### config.mk
export PLATFORM = sky130hd
export DESIGN_NAME = bmp_rle_decoder_top
export DESIGN_NICKNAME = d
export VERILOG_FILES = /design/src/rtl/core/brd_pkg.sv /design/src/rtl/core/bmp_rle_decoder_top.sv /design/src/rtl/core/brd_cfg.sv /design/src/rtl/core/brd_core.sv /design/src/rtl/core/brd_out_buf.sv
export SDC_FILE = /design/constraint.sdc
export NUM_CORES = 1
export LEC_CHECK = 0
export BUFFER_PORTS_ARGS = -buffer_cell sky130_fd_sc_hd__buf_4
export CAP_MARGIN = 30
export CORE_MARGIN = 2
export CORE_UTILIZATION = 25
export CTS_BUF_LIST = sky130_fd_sc_hd__clkbuf_16
export DETAILED_ROUTE_END_ITERATION = 8
export PLACE_DENSITY = 0.47
export RECOVER_POWER = 100
export SKIP_LAST_GASP = 1
export SLEW_MARGIN = 20
export SYNTH_ARGS = -nofsm -noshare
export SYNTH_HDL_FRONTEND = slang
export SYNTH_SLANG_ARGS = --single-unit
### constraint.sdc
create_clock -name aclk -period 8.5 [get_ports aclk]
set_clock_uncertainty 0.05 [all_clocks]
set_input_delay 1.7 -clock aclk [delete_from_list [all_inputs] [get_ports aclk]]
set_output_delay 1.7 -clock aclk [all_outputs]
set_load 0.005 [all_outputs]
### src/rtl/core/brd_pkg.sv
// Shared types, constants and helpers for the BMP run-length decoder.
`timescale 1ns / 1ps

package brd_pkg;

    // Largest image dimensions the decoder supports.
    localparam int MAX_WIDTH  = 4096;
    localparam int MAX_HEIGHT = 4096;

    // Field widths.
    localparam int CFG_W = 13;
    localparam int COL_W = 13;
    localparam int ROW_W = 14;
    localparam int IDX_W = 2;

    // Configuration register indexes.
    localparam logic [IDX_W-1:0] REG_IMAGE_WIDTH   = 2'd0;
    localparam logic [IDX_W-1:0] REG_IMAGE_HEIGHT  = 2'd1;
    localparam logic [IDX_W-1:0] REG_FOUR_BIT_MODE = 2'd2;

    // Decoder phases, one-hot.
    typedef enum logic [6:0] {
        PH_FIRST  = 7'b0000001,
        PH_SECOND = 7'b0000010,
        PH_ABS    = 7'b0000100,
        PH_PAD    = 7'b0001000,
        PH_DX     = 7'b0010000,
        PH_DY     = 7'b0100000,
        PH_DONE   = 7'b1000000
    } phase_t;

    // Configuration register set.
    typedef struct packed {
        logic [CFG_W-1:0] width;
        logic [CFG_W-1:0] height;
        logic             four_bit;
    } cfg_t;

    // One result item.
    typedef struct packed {
        logic [11:0] column;
        logic [11:0] row;
        logic [7:0]  count;
        logic [7:0]  pixel;
        logic        done;
    } seg_t;

    // Clamps a configured dimension to the supported maximum.
    function automatic logic [CFG_W-1:0] clip_dim(input logic [CFG_W-1:0] v,
                                                  input logic [CFG_W-1:0] lim);
        return (v > lim) ? lim : v;
    endfunction

endpackage

### src/rtl/core/bmp_rle_decoder_top.sv
// A result enters the output register, or the skid entry, and is offered on the m_ channel from there.
// Throughput: one stream byte per cycle while s_ready is high; each byte yields at most one result.
// An output register plus one skid entry keep s_ready high while a result waits.
// Reset (aresetn low, synchronous) empties the buffer and sets width 1, height 1, RLE8.
// Top level of the BMP RLE8/RLE4 decoder.
`timescale 1ns / 1ps

module bmp_rle_decoder_top (
    input  logic                      aclk,
    input  logic                      aresetn,
    input  logic                      cfg_wr_en,
    input  logic [brd_pkg::IDX_W-1:0] cfg_index,
    input  logic [brd_pkg::CFG_W-1:0] cfg_wr_data,
    input  logic                      s_valid,
    output logic                      s_ready,
    input  logic [7:0]                s_stream_byte,
    output logic                      m_valid,
    input  logic                      m_ready,
    output logic [11:0]               m_seg_column,
    output logic [11:0]               m_seg_row,
    output logic [7:0]                m_seg_count,
    output logic [7:0]                m_pixel_byte,
    output logic                      m_image_done
);
    import brd_pkg::*;

    cfg_t cfg_q;
    cfg_t cfg_d;
    logic restart;
    logic in_fire;
    logic res_valid;
    seg_t res_seg;
    seg_t m_seg;

    assign in_fire = s_valid && s_ready;

    // Configuration registers.
    brd_cfg u_cfg (
        .aclk        (aclk),
        .aresetn     (aresetn),
        .cfg_wr_en   (cfg_wr_en),
        .cfg_index   (cfg_index),
        .cfg_wr_data (cfg_wr_data),
        .cfg_q       (cfg_q),
        .cfg_d       (cfg_d),
        .restart     (restart)
    );

    // Record decoding.
    brd_core u_core (
        .aclk      (aclk),
        .aresetn   (aresetn),
        .in_fire   (in_fire),
        .in_byte   (s_stream_byte),
        .cfg_q     (cfg_q),
        .cfg_d     (cfg_d),
        .restart   (restart),
        .res_valid (res_valid),
        .res_seg   (res_seg)
    );

    // Result buffering.
    brd_out_buf u_out_buf (
        .aclk     (aclk),
        .aresetn  (aresetn),
        .push     (res_valid),
        .push_seg (res_seg),
        .in_ready (s_ready),
        .m_valid  (m_valid),
        .m_ready  (m_ready),
        .m_seg    (m_seg)
    );

    assign m_seg_column = m_seg.column;
    assign m_seg_row    = m_seg.row;
    assign m_seg_count  = m_seg.count;
    assign m_pixel_byte = m_seg.pixel;
    assign m_image_done = m_seg.done;

endmodule

### src/rtl/core/brd_cfg.sv
// Configuration registers of the decoder and the restart request on a write.
`timescale 1ns / 1ps

module brd_cfg (
    input  logic                     aclk,
    input  logic                     aresetn,
    input  logic                     cfg_wr_en,
    input  logic [brd_pkg::IDX_W-1:0] cfg_index,
    input  logic [brd_pkg::CFG_W-1:0] cfg_wr_data,
    output brd_pkg::cfg_t            cfg_q,
    output brd_pkg::cfg_t            cfg_d,
    output logic                     restart
);
    import brd_pkg::*;

    cfg_t cfg_reg;
    cfg_t cfg_next;

    // Decode the write; any valid register index restarts decoding.
    always_comb begin
        cfg_next = cfg_reg;
        restart  = 1'b0;
        if (cfg_wr_en) begin
            case (cfg_index)
                REG_IMAGE_WIDTH: begin
                    cfg_next.width = cfg_wr_data;
                    restart        = 1'b1;
                end
                REG_IMAGE_HEIGHT: begin
                    cfg_next.height = cfg_wr_data;
                    restart         = 1'b1;
                end
                REG_FOUR_BIT_MODE: begin
                    cfg_next.four_bit = cfg_wr_data[0];
                    restart           = 1'b1;
                end
                default: begin
                    cfg_next = cfg_reg;
                end
            endcase
        end
    end

    // Register set with its reset values.
    always_ff @(posedge aclk) begin
        if (!aresetn) begin
            cfg_reg.width    <= CFG_W'(1);
            cfg_reg.height   <= CFG_W'(1);
            cfg_reg.four_bit <= 1'b0;
        end else begin
            cfg_reg <= cfg_next;
        end
    end

    assign cfg_q = cfg_reg;
    assign cfg_d = cfg_next;

endmodule

### src/rtl/core/brd_core.sv
// Record parser and segment builder: one stream byte per transfer.
`timescale 1ns / 1ps

module brd_core (
    input  logic          aclk,
    input  logic          aresetn,
    input  logic          in_fire,
    input  logic [7:0]    in_byte,
    input  brd_pkg::cfg_t cfg_q,
    input  brd_pkg::cfg_t cfg_d,
    input  logic          restart,
    output logic          res_valid,
    output brd_pkg::seg_t res_seg
);
    import brd_pkg::*;

    phase_t                  phase_reg, phase_next;
    logic [7:0]              first_byte_reg, first_byte_next;
    logic [COL_W-1:0]        column_reg, column_next;
    logic signed [ROW_W-1:0] row_reg, row_next;
    logic [7:0]              abs_rem_reg, abs_rem_next;
    logic                    abs_par_reg, abs_par_next;

    logic [CFG_W-1:0]        width_eff;
    logic signed [ROW_W-1:0] row_init;
    logic [7:0]              take;
    logic [7:0]              abs_rem_dec;
    logic [7:0]              seg_want;
    logic signed [ROW_W-1:0] avail;
    logic                    seg_fits;
    logic [7:0]              seg_cnt;
    logic [COL_W-1:0]        col_adv;
    logic [COL_W-1:0]        col_delta;
    logic signed [ROW_W-1:0] row_delta;
    logic signed [ROW_W-1:0] row_eol;
    logic                    emit_seg;
    logic                    emit_done;

    // Effective dimensions and the starting row after a restart.
    assign width_eff = clip_dim(cfg_q.width, CFG_W'(MAX_WIDTH));
    assign row_init  = $signed({1'b0, clip_dim(cfg_d.height, CFG_W'(MAX_HEIGHT))})
                       - ROW_W'(1);

    // Pixels carried by one absolute-mode byte.
    always_comb begin
        if (cfg_q.four_bit) begin
            take = (abs_rem_reg < 8'd2) ? abs_rem_reg : 8'd2;
        end else begin
            take = (abs_rem_reg < 8'd1) ? abs_rem_reg : 8'd1;
        end
    end
    assign abs_rem_dec = abs_rem_reg - take;

    // Segment clipping against the row width.
    assign seg_want = (phase_reg == PH_ABS) ? take : first_byte_reg;
    assign avail    = $signed({1'b0, width_eff}) - $signed({1'b0, column_reg});
    assign seg_fits = (avail > ROW_W'(0)) && (seg_want != 8'd0);
    assign seg_cnt  = ($signed({6'b0, seg_want}) < avail) ? seg_want : avail[7:0];
    assign col_adv  = column_reg + {5'b0, seg_cnt};

    // Position moves of delta and end-of-line records.
    assign col_delta = column_reg + {5'b0, first_byte_reg};
    assign row_delta = row_reg - $signed({6'b0, in_byte});
    assign row_eol   = row_reg - ROW_W'(1);

    // Next state and result for the byte now on the input.
    always_comb begin
        phase_next      = phase_reg;
        first_byte_next = first_byte_reg;
        column_next     = column_reg;
        row_next        = row_reg;
        abs_rem_next    = abs_rem_reg;
        abs_par_next    = abs_par_reg;
        emit_seg        = 1'b0;
        emit_done       = 1'b0;
        case (phase_reg)
            PH_FIRST: begin
                first_byte_next = in_byte;
                phase_next      = PH_SECOND;
            end
            PH_SECOND: begin
                phase_next = PH_FIRST;
                if (first_byte_reg != 8'd0) begin
                    // Encoded run.
                    if (seg_fits) begin
                        emit_seg    = 1'b1;
                        column_next = col_adv;
                    end
                end else begin
                    case (in_byte)
                        8'd0: begin
                            // End of line.
                            column_next = '0;
                            row_next    = row_eol;
                            if (row_eol < 0) begin
                                emit_done  = 1'b1;
                                phase_next = PH_DONE;
                            end
                        end
                        8'd1: begin
                            // End of bitmap.
                            emit_done  = 1'b1;
                            phase_next = PH_DONE;
                        end
                        8'd2: begin
                            phase_next = PH_DX;
                        end
                        default: begin
                            // Absolute run header.
                            abs_rem_next = in_byte;
                            abs_par_next = 1'b0;
                            phase_next   = PH_ABS;
                        end
                    endcase
                end
            end
            PH_ABS: begin
                abs_rem_next = abs_rem_dec;
                abs_par_next = ~abs_par_reg;
                if (abs_rem_dec == 8'd0) begin
                    phase_next = abs_par_next ? PH_PAD : PH_FIRST;
                end
                if (seg_fits) begin
                    emit_seg    = 1'b1;
                    column_next = col_adv;
                end
            end
            PH_PAD: begin
                phase_next = PH_FIRST;
            end
            PH_DX: begin
                first_byte_next = in_byte;
                phase_next      = PH_DY;
            end
            PH_DY: begin
                column_next = col_delta;
                row_next    = row_delta;
                phase_next  = PH_FIRST;
                if ((row_delta < 0) || (col_delta > width_eff)) begin
                    emit_done  = 1'b1;
                    phase_next = PH_DONE;
                end
            end
            PH_DONE: begin
                phase_next = PH_DONE;
            end
            default: begin
                phase_next = PH_FIRST;
            end
        endcase
    end

    // Decoder state; a configuration write restarts it.
    always_ff @(posedge aclk) begin
        if (!aresetn) begin
            phase_reg      <= PH_FIRST;
            first_byte_reg <= '0;
            column_reg     <= '0;
            row_reg        <= '0;
            abs_rem_reg    <= '0;
            abs_par_reg    <= 1'b0;
        end else if (restart) begin
            phase_reg      <= PH_FIRST;
            first_byte_reg <= '0;
            column_reg     <= '0;
            row_reg        <= row_init;
            abs_rem_reg    <= '0;
            abs_par_reg    <= 1'b0;
        end else if (in_fire) begin
            phase_reg      <= phase_next;
            first_byte_reg <= first_byte_next;
            column_reg     <= column_next;
            row_reg        <= row_next;
            abs_rem_reg    <= abs_rem_next;
            abs_par_reg    <= abs_par_next;
        end
    end

    // Result item for this byte.
    always_comb begin
        res_valid = in_fire && (emit_seg || emit_done);
        if (emit_done) begin
            res_seg = '{column: '0, row: '0, count: '0, pixel: '0, done: 1'b1};
        end else begin
            res_seg = '{column: column_reg[11:0], row: row_reg[11:0], count: seg_cnt,
                        pixel: in_byte, done: 1'b0};
        end
    end

endmodule

### src/rtl/core/brd_out_buf.sv
// Output register with one skid entry between the decoder and the result channel.
`timescale 1ns / 1ps

module brd_out_buf (
    input  logic          aclk,
    input  logic          aresetn,
    input  logic          push,
    input  brd_pkg::seg_t push_seg,
    output logic          in_ready,
    output logic          m_valid,
    input  logic          m_ready,
    output brd_pkg::seg_t m_seg
);
    import brd_pkg::*;

    logic out_valid_reg, out_valid_next;
    logic skid_valid_reg, skid_valid_next;
    seg_t out_seg_reg, out_seg_next;
    seg_t skid_seg_reg, skid_seg_next;
    logic pop;

    assign pop      = out_valid_reg && m_ready;
    assign in_ready = !skid_valid_reg;

    // A new result goes to the output register when it frees up, else to the skid entry.
    always_comb begin
        out_valid_next  = out_valid_reg;
        skid_valid_next = skid_valid_reg;
        out_seg_next    = out_seg_reg;
        skid_seg_next   = skid_seg_reg;
        if (push) begin
            if (!out_valid_reg || pop) begin
                out_valid_next = 1'b1;
                out_seg_next   = push_seg;
            end else begin
                skid_valid_next = 1'b1;
                skid_seg_next   = push_seg;
            end
        end else if (pop) begin
            if (skid_valid_reg) begin
                out_seg_next    = skid_seg_reg;
                skid_valid_next = 1'b0;
            end else begin
                out_valid_next = 1'b0;
            end
        end
    end

    // Valid flags are cleared by reset; payload needs none.
    always_ff @(posedge aclk) begin
        if (!aresetn) begin
            out_valid_reg  <= 1'b0;
            skid_valid_reg <= 1'b0;
        end else begin
            out_valid_reg  <= out_valid_next;
            skid_valid_reg <= skid_valid_next;
        end
    end

    always_ff @(posedge aclk) begin
        out_seg_reg  <= out_seg_next;
        skid_seg_reg <= skid_seg_next;
    end

    assign m_valid = out_valid_reg;
    assign m_seg   = out_seg_reg;

endmodule

==> flow_summary.yaml <==
run_status:
  status: "finished with violations"
  violations: "max-capacitance violations, max-slew violations"
cells_and_area:
  final_cell_area_um2: 11900
  area_growth_pct: 16.4
  num-nets-final: 1290
  drive_above_1_share_pct: 9.04
  diodes: 0
  post-route-util_pct: 29.3
routing:
  drt_iter0_drc: 526
  routed_via_density: 4.99
  vias: 8672
  drt_pass1_iterations: 5
  drcViolationCount: 0
  wl_um: 32500
  wire_per_inst_um: 18.7
  ant_nets: 0
clock_tree:
  clk_latency_ns: 0.44
  h-tree-depth: 4
  numCtsBuffers: 17
  cts_resized: 0
  clockBufferDepth: 2
  ctsHoldBuffers: 0
  cts_setup_buffers: 0
  cts_tree: "yes"
  cts_root_buf: "clkbuf_16"
  cts_sinks: 162
  clkTransAtPathRegs_ns: 0.07
run:
  cap_violations: 1
timing:
  finalSetupViolations: 0
  grt_setup_unrepaired: "false"
  setup_ws_ns: 1.16
  hold_viol: 0
  tightestPinTransition_ns: 1.91
  finalCriticalPeriod_ns: 7.34
  finalCritPeriodShare_pct: 86.3
  tns_ns: 0
  max-slew-margin-rel_pct: -27.9
  finalMaxSlewViolations: 16
  timing.fmax_mhz: 136
setup_path:
  r2r_slack_ns: 1.16
  r2r_end: "u_out_buf.m_seg[10]"
  worst_ep_arrival_time_ns: 7.40
  critPathMaxFanout: 24
  critPathKind: "register to register"
  rr_worst_depth: 20
  critPathRequiredTime_ns: 8.56
  endpoint_kind: "register"
  start_kind: "register"
  r2r_start: "u_core.column_reg[1]"
die:
  die_area_um2: 42500
  row_count: 74
  io_pins: 71
  core-area_um2: 40600
  die_w_um: 206
  initial_core_util_pct: 25.2
  fp.dieH_um: 206
logic_synthesis:
  synthTopCellsByArea: "edfxtp_1, dfxtp_1, ha_1"
  synth_warnings: 0
  synthCells: 1132
  synth_seq_cells: 162
  ys.flop_type: "edfxtp_1"
  synth_area_um2: 10200
  synth_commonest_cells: "nand2_1, nor2_1, edfxtp_1, a21oi_1, dfxtp_1"
  ys_types: 80
  synth.avg_cell_area_um2: 9.03
  synth-edff-count: 82
  synth_top_area_share_pct: 24.1
  yosysMostFrequentCell: "nand2_1"
  seq_area_frac_synth_pct: 39.8
  synthArstFlopShare_pct: 0
  yosys.area.top_type: "edfxtp_1"
place:
  placed_cell_area_um2: 11400
  dp_hpwl_um: 24200
  gp_congestion: 0.851
  dpl_worst_slack_ns: 1.74
  numPortBuffers: 70
global_routing:
  grt_pass1_vias: 8431
  grt_max_degree: 42
  antenna_found_initial: 0
  overflow: 0
  grt_pass1_wl_um: 50600
  groute.usage.overall_pct: 15.7
pwr:
  peakVddDrop_v: 0.000136
  finalPower_uw: 1970
  p_per_area_nw_per_um2: 165
  leakage_uw: 0.00484
min_path:
  hold_depth: 2
  min_from: "u_cfg.cfg_q[17]"
  hold_class: "register to register"
  whs_endpoint: "u_cfg.cfg_q[17]"
power breakdown:
group / total [µW] / switching [µW] / internal, µW
Sequential: 846 / 17.2 / 829
Combinational: 315 / 192 / 123
Clock: 807 / 347 / 460
Total: 1970 / 556 / 1410
cells by family (layout without fill, tap and decap cells):
kind of cell    after synthesis  count (layout)  synth area share [%]
buf+inv                     108             178                  4.04
xor+xnor                     46              46                  3.94
compound gates              297             297                  19.8
simple gates                410             410                  19.9
other cells                   1               5                0.0367
flops                       162             162                  39.8
mux                          39              39                  3.84
fa+ha+maj                    69              69                  8.74
placed cells by master (no fill, tap or decap), types with 7 or more instances in the layout:
cell type	instances
nand3_1	21
nor3_1	28
and3_1	18
ha_1	65
nand2_1	118
edfxtp_1	82
buf_4	32
o21a_1	8
a211oi_1	9
and2_1	10
mux2i_1	37
nor4_1	13
or3_1	11
clkbuf_1	21
nor2b_1	28
a21oi_1	79
a21o_1	17
inv_1	61
o21ai_0	45
xnor2_1	29
clkbuf_16	17
xor2_1	17
a22o_1	39
a31oi_1	7
dfxtp_1	80
clkbuf_4	30
nor2_1	106
o22ai_1	10
a311oi_1	8
metal layers:
layer  vias to the layer above  GRT usage, %  wire length, µm
li1                       4259             -                -
met1                      4161          23.0            16200
met2                       226          23.8            14200
met3                        26          2.32             1490
met4                         0          4.23              514
met5                         -             0                0
layout make-up:
type                       count  area [µm²]
clock buffer                  17         425
clock inverter                15         169
fill                        4337       28700
inverter                      60         225
multi-input combinational    866        5790
sequential                   162        4060
tap                          532         666
timing repair buffer          86         558
stage by stage:
step / hold WS, ns / std cells
after global routing: 0.429 / 1738
final: 0.408 / 1738
after floorplan: 0.382 / 1136
after detailed placement: 0.400 / 1705
after global placement: 0.394 / 1703
after CTS: 0.409 / 1737
worst max path at each step:
stage / cells after the start / slack (ns) / end / start
2_1_floorplan: 20 / 1.21 / u_out_buf.skid_seg_reg[0] / u_core.column_reg[0]
3_3_place_gp: 26 / 1.70 / u_core.column_reg[12] / u_cfg.cfg_q[26]
3_5_place_dp: 26 / 1.74 / u_core.column_reg[12] / u_cfg.cfg_q[26]
4_1_cts: 26 / 1.72 / u_core.column_reg[12] / u_cfg.cfg_q[26]
5_1_grt: 20 / 0.66 / u_out_buf.m_seg[10] / u_core.column_reg[1]
6_report: 20 / 1.16 / u_out_buf.m_seg[10] / u_core.column_reg[1]
worst max-delay path, stage by stage, from the launching register on:
cell	delay, ns
dfxtp_1	0.75
ha_1	0.35
a21o_1	0.16
a21o_1	0.19
a21oi_1	0.22
o21ai_0	0.21
a211oi_1	0.37
nor2_1	0.13
xnor2_1	0.15
ha_1	0.30
nand4_1	0.12
nor2_1	0.16
nand3_1	0.11
o221ai_1	0.20
o21ai_0	0.14
a31o_1	0.44
and2_0	0.40
inv_1	0.82
a21oi_4	0.12
a21oi_2	1.13
buf_4	0.47
Power figures use the tool's default switching activity.
